===== src/sti_pkg.sv =====
`timescale 1ns / 1ps
// ----------------------------------------------------------------------------
// sti_pkg
// Shared widths, register indexes, job codes and the quaternion term tables
// of the strapdown state integrator.
// ----------------------------------------------------------------------------
package sti_pkg;

   // Field widths.
   localparam int VAL_W      = 48;
   localparam int ATT_W      = 32;
   localparam int IN_W       = 32;
   localparam int DT_W       = 24;
   localparam int CSR_IDX_W  = 3;
   localparam int CSR_DATA_W = 48;

   // Datapath widths.
   localparam int MUL_W  = 33;
   localparam int PROD_W = 2 * MUL_W;
   localparam int ACC_W  = 74;
   localparam int RND_W  = 42;
   localparam int QD_W   = 42;
   localparam int SPLIT  = 24;

   // Register indexes.
   localparam logic [CSR_IDX_W-1:0] CFG_POS_X = 3'd0;
   localparam logic [CSR_IDX_W-1:0] CFG_POS_Y = 3'd1;
   localparam logic [CSR_IDX_W-1:0] CFG_POS_Z = 3'd2;
   localparam logic [CSR_IDX_W-1:0] CFG_ATT_W = 3'd3;
   localparam logic [CSR_IDX_W-1:0] CFG_ATT_X = 3'd4;
   localparam logic [CSR_IDX_W-1:0] CFG_ATT_Y = 3'd5;
   localparam logic [CSR_IDX_W-1:0] CFG_ATT_Z = 3'd6;

   // Unity in Q2.30.
   localparam logic signed [ATT_W-1:0] Q_ONE = 32'sh4000_0000;

   // Rounding shift selects.
   localparam logic [1:0] RS_16 = 2'd0;
   localparam logic [1:0] RS_24 = 2'd1;
   localparam logic [1:0] RS_25 = 2'd2;
   localparam logic [1:0] RS_32 = 2'd3;

   // Job numbering of one integration step.
   localparam logic [4:0] J_VEL0  = 5'd0;
   localparam logic [4:0] J_POS0  = 5'd3;
   localparam logic [4:0] J_TERM0 = 5'd6;
   localparam logic [4:0] J_INC0  = 5'd18;
   localparam logic [4:0] J_SQ0   = 5'd22;
   localparam logic [4:0] J_LAST  = 5'd25;

   // Rate matrix terms: rate index, quaternion index, destination, negate.
   localparam int NUM_TERMS = 12;
   localparam logic [1:0] TERM_W [NUM_TERMS] =
      '{2'd0, 2'd1, 2'd2, 2'd0, 2'd2, 2'd1, 2'd1, 2'd2, 2'd0, 2'd2, 2'd1, 2'd0};
   localparam logic [1:0] TERM_Q [NUM_TERMS] =
      '{2'd1, 2'd2, 2'd3, 2'd0, 2'd2, 2'd3, 2'd0, 2'd1, 2'd3, 2'd0, 2'd1, 2'd2};
   localparam logic [1:0] TERM_D [NUM_TERMS] =
      '{2'd0, 2'd0, 2'd0, 2'd1, 2'd1, 2'd1, 2'd2, 2'd2, 2'd2, 2'd3, 2'd3, 2'd3};
   localparam logic TERM_NEG [NUM_TERMS] =
      '{1'b1, 1'b1, 1'b1, 1'b0, 1'b0, 1'b1, 1'b0, 1'b1, 1'b0, 1'b0, 1'b0, 1'b1};

   // Control of the multiply-accumulate unit.
   typedef struct packed {
      logic mul_en;
      logic acc_en;
      logic clr;
      logic sh24;
   } mac_ctl_type;

   // Control of the root and divide unit.
   typedef struct packed {
      logic start;
      logic root;
   } rd_ctl_type;

endpackage


===== src/sti_mac.sv =====
`timescale 1ns / 1ps
// ----------------------------------------------------------------------------
// sti_mac
// Shared signed 33x33 multiplier with a registered product and a wide
// accumulator that can add the product as is or shifted up by 24 bits.
// ----------------------------------------------------------------------------
module sti_mac import sti_pkg::*; (
   input  logic                     clock,
   input  mac_ctl_type              ctl,
   input  logic signed [MUL_W-1:0]  op_a,
   input  logic signed [MUL_W-1:0]  op_b,
   output logic signed [ACC_W-1:0]  acc
);

   logic signed [PROD_W-1:0] prod_ff;
   logic signed [ACC_W-1:0]  acc_ff;
   logic signed [ACC_W-1:0]  acc_in;
   logic signed [ACC_W-1:0]  prod_ext;

   // Product register.
   always_ff @(posedge clock) begin
      if (ctl.mul_en) begin
         prod_ff <= op_a * op_b;
      end
   end

   // Accumulate, optionally restarting from zero.
   always_comb begin
      prod_ext = {{(ACC_W-PROD_W){prod_ff[PROD_W-1]}}, prod_ff};
      if (ctl.sh24) begin
         prod_ext = prod_ext <<< SPLIT;
      end
      acc_in = (ctl.clr ? '0 : acc_ff) + prod_ext;
   end

   always_ff @(posedge clock) begin
      if (ctl.acc_en) begin
         acc_ff <= acc_in;
      end
   end

   assign acc = acc_ff;

endmodule


===== config.mk =====
export PLATFORM = sky130hd
export DESIGN_NAME = sti_mac
export DESIGN_NICKNAME = d
export VERILOG_FILES = /design/src/sti_pkg.sv /design/src/sti_mac.sv
export SDC_FILE = /design/constraint.sdc
export NUM_CORES = 2
export LEC_CHECK = 0
export ABC_AREA = 1
export ABC_CLOCK_PERIOD_IN_PS = 23300
export BUFFER_PORTS_ARGS = -buffer_cell sky130_fd_sc_hd__buf_2
export CORE_UTILIZATION = 55
export CTS_BUF_LIST = sky130_fd_sc_hd__clkbuf_8
export CTS_CLUSTER_DIAMETER = 120
export CTS_CLUSTER_SIZE = 10
export DETAILED_ROUTE_END_ITERATION = 7
export PLACE_DENSITY = 0.82
export SLEW_MARGIN = 20
export SYNTH_ARGS = -nofsm -noshare
export SYNTH_HDL_FRONTEND = slang
export SYNTH_SLANG_ARGS = --single-unit

===== constraint.sdc =====
create_clock -name clock -period 23.3 [get_ports clock]
set_clock_uncertainty 0.1 [all_clocks]
set_input_delay 1.165 -clock clock [delete_from_list [all_inputs] [get_ports clock]]
set_output_delay 1.165 -clock clock [all_outputs]
set_load 0.005 [all_outputs]

==> results.toml <==
[logic_synthesis]
netlist-cell-type-count = 40
syn-cell-area_um2 = 54000
synth_enable_flop_cells = 140
netlist_instances = 7372
postSynthAreaPerCell_um2 = 7.33
synthTopCellsByArea = "sky130_fd_sc_hd__fa_1 42%, sky130_fd_sc_hd__inv_1 16%, sky130_fd_sc_hd__nand2_1 15%"
yosys.area.top_type = "sky130_fd_sc_hd__fa_1"
synth_top_flop_cell = "sky130_fd_sc_hd__edfxtp_1"
ys_seq_area_share_pct = 7.78
synth.net_count = 8879
async_reset_ff_share_pct = 0
netlist.area_leader.share_pct = 42.5
synth_seq_cells = 140
yosysWarnings = 0

[cts]
tritoncts = "built"
post_cts_buffers = 0
clock_sinks = 140
hold_buffers = 0
cts_inserted_buffers = 17
path_clk_slew_ns = 0.10
clock_latency_at_the_later_pin_of_the_worst_skew_pair_ns = 0.54
clock_tree.root_cell = "sky130_fd_sc_hd__clkbuf_8"
cts_repair_resize_count = 0
clockBufferDepth = 2
cts_max_level = 4

[drt]
drtAntennaViolNets = 0
drc_errors = 34
drtIter0Drc = 4280
detailed_route_wl_um = 160000
drt_first_pass_iters = 8
avgRoutedWirePerCell_um = 18.7
vias = 45400
viasPerCell = 5.30

[floorplanning]
chip_width_um = 315
placeableCoreArea_um2 = 97000
placementRows = 114
io_pins = 145
dieHeight_um = 315
start_util_pct = 55.7
die_area_um2 = 99500

[run_status]
status = "finished, violations left"
failed_checks = "DRC"

[setup_path]
crit_path_end_kind = "register"
regToRegStartpoint = "prod_ff[0]"
required_time_of_the_critical_path_ns = 23.50
timing.critical_path.arrival_ns = 8.93
critical_path_peak_fanout = 33
cp.buffers_inverters = 9
critical_path.startpoint = "op_b[7]"
worst_path_largest_cell_delay_ns = 0.75
critical_path.slowest_cell = "sky130_fd_sc_hd__fa_1"
cp_top_family = "adder cells"
worstSetupStartpointType = "primary input"
worst-setup-path-type = "primary input to register"

[place]
placement.io_buffers = 144
dp_hpwl_um = 136000
final_gp_congestion = 1.06

[layout]
num-nets-final = 8784
area.growth.synth_to_final_pct = 3.36
drive_gt1_share_pct = 4.02
mostFrequentLayoutCell = "sky130_fd_sc_hd__inv_1"
final_cell_mix = "2,302 x sky130_fd_sc_hd__inv_1, 2,184 x sky130_fd_sc_hd__nand2_1, 1,146 x sky130_fd_sc_hd__fa_1, 361 x sky130_fd_sc_hd__nor2_1, 290 x sky130_fd_sc_hd__ha_1"

[sta]
finalHoldWorstSlack_ns = 0.659
fmax_ghz = 0.115
tightest_slew_ns = 1.13
maxSlewHeadroom_pct = 24.7
finalHoldViolations = 0
finalCriticalPeriod_ns = 8.73
rsz0062_at_grt = "false"
finalSetupViolations = 0
finalSetupTns_ns = 0
period_share_pct = 37.5
timing.final.max_slew_violations = 0

[grt]
first_global_vias = 48300
antenna_found_initial = 3
grt.met3_usage_pct = 5.19
grt_busiest_layer = "met2"
global_route.usage.met1_pct = 42.6
globalRouteOverflowTotal = 0
global_route.usage.met2_pct = 56.2
grt_max_degree = 75
grt_first_pass_wirelength_um = 256000
grt_usage_pct = 33.4

[job]
max-cap-violations = 0

[worst_hold_path]
min_from = "acc[0]"
worst_hold_path_type = "register to register"
state kept, by name (all words and copies together) (netlist names):
signal / flops
acc: 74
prod_ff: 66
through the flow:
| stage | std cells | util, % | setup slack [ns] | cell area, µm² |
|---|---|---|---|---|
| floorplan | 7372 | - | 15.03 | 54000 |
| global placement | 8534 | 57.2 | 14.17 | 55500 |
| detailed placement | 8534 | 57.2 | 14.01 | 55500 |
| CTS | 8565 | 57.6 | 14.60 | 55900 |
| global route | 8565 | 57.6 | 14.09 | 55900 |
| finish | 8568 | 57.6 | 14.57 | 55900 |
layout make-up:
class                      instances  area [µm²]
clock buffer                      17         234
antenna                            3        7.51
clock inverter                    14         135
multi-input combinational       4634       40100
inverter                        2315        8690
fill                            8864       41100
sequential                       140        4200
tap                             1276        1600
timing repair buffer             169         908
worst reg2reg max path, delay by kind of cell (launching register included):
kind                     cells  cell delay [ns]
AND/OR/NAND/NOR             12             1.65
adder cells (fa/ha/maj)      2             0.77
buffers and inverters        3             0.46
flip-flops                   1             0.35
routing by layer:
layer	vias to the layer above	share of wire (%)
li1	20400	-
met1	22000	38
met2	2423	48
met3	488	9.2
met4	4	5.0
met5	-	0.012
path summary, 6_finish.rpt:
check,endpoint,slack (ns),depth (start not counted)
worst max-delay path,prod_ff[56],14.57,27
worst min-delay path,acc[0],0.66,3
worst max register to register,acc[50],19.72,17
worst min register to register,acc[0],0.66,3
kinds of logic after synthesis:
| group | count (synthesis) | share of synthesized area (%) |
|---|---|---|
| simple gates | 2840 | 20.9 |
| buf+inv | 2598 | 18.0 |
| fa+ha+maj | 1436 | 49.2 |
| compound gates | 278 | 2.78 |
| flops | 140 | 7.78 |
| xor+xnor | 80 | 1.30 |
synthesized netlist by cell type, types with 5 or more instances:
master / count
sky130_fd_sc_hd__inv_1: 2302
sky130_fd_sc_hd__nand2_1: 2184
sky130_fd_sc_hd__fa_1: 1146
sky130_fd_sc_hd__nor2_1: 361
sky130_fd_sc_hd__ha_1: 290
sky130_fd_sc_hd__clkbuf_1: 278
sky130_fd_sc_hd__edfxtp_1: 140
sky130_fd_sc_hd__a21oi_1: 139
sky130_fd_sc_hd__nand3_1: 135
sky130_fd_sc_hd__o21ai_0: 95
sky130_fd_sc_hd__xor2_1: 69
sky130_fd_sc_hd__nand4_1: 49
sky130_fd_sc_hd__o21bai_1: 32
sky130_fd_sc_hd__nor2_2: 28
sky130_fd_sc_hd__nand2_2: 26
sky130_fd_sc_hd__nor3_1: 15
sky130_fd_sc_hd__xnor2_1: 11
sky130_fd_sc_hd__or2_2: 10
sky130_fd_sc_hd__clkinv_1: 7
sky130_fd_sc_hd__nand3_2: 7
sky130_fd_sc_hd__inv_2: 6
sky130_fd_sc_hd__nor3_2: 5
sky130_fd_sc_hd__nor4_1: 5
Power is left out: the tool's default activity adds up to more than one toggle a clock period on the data nets, which glitch-free logic cannot reach.
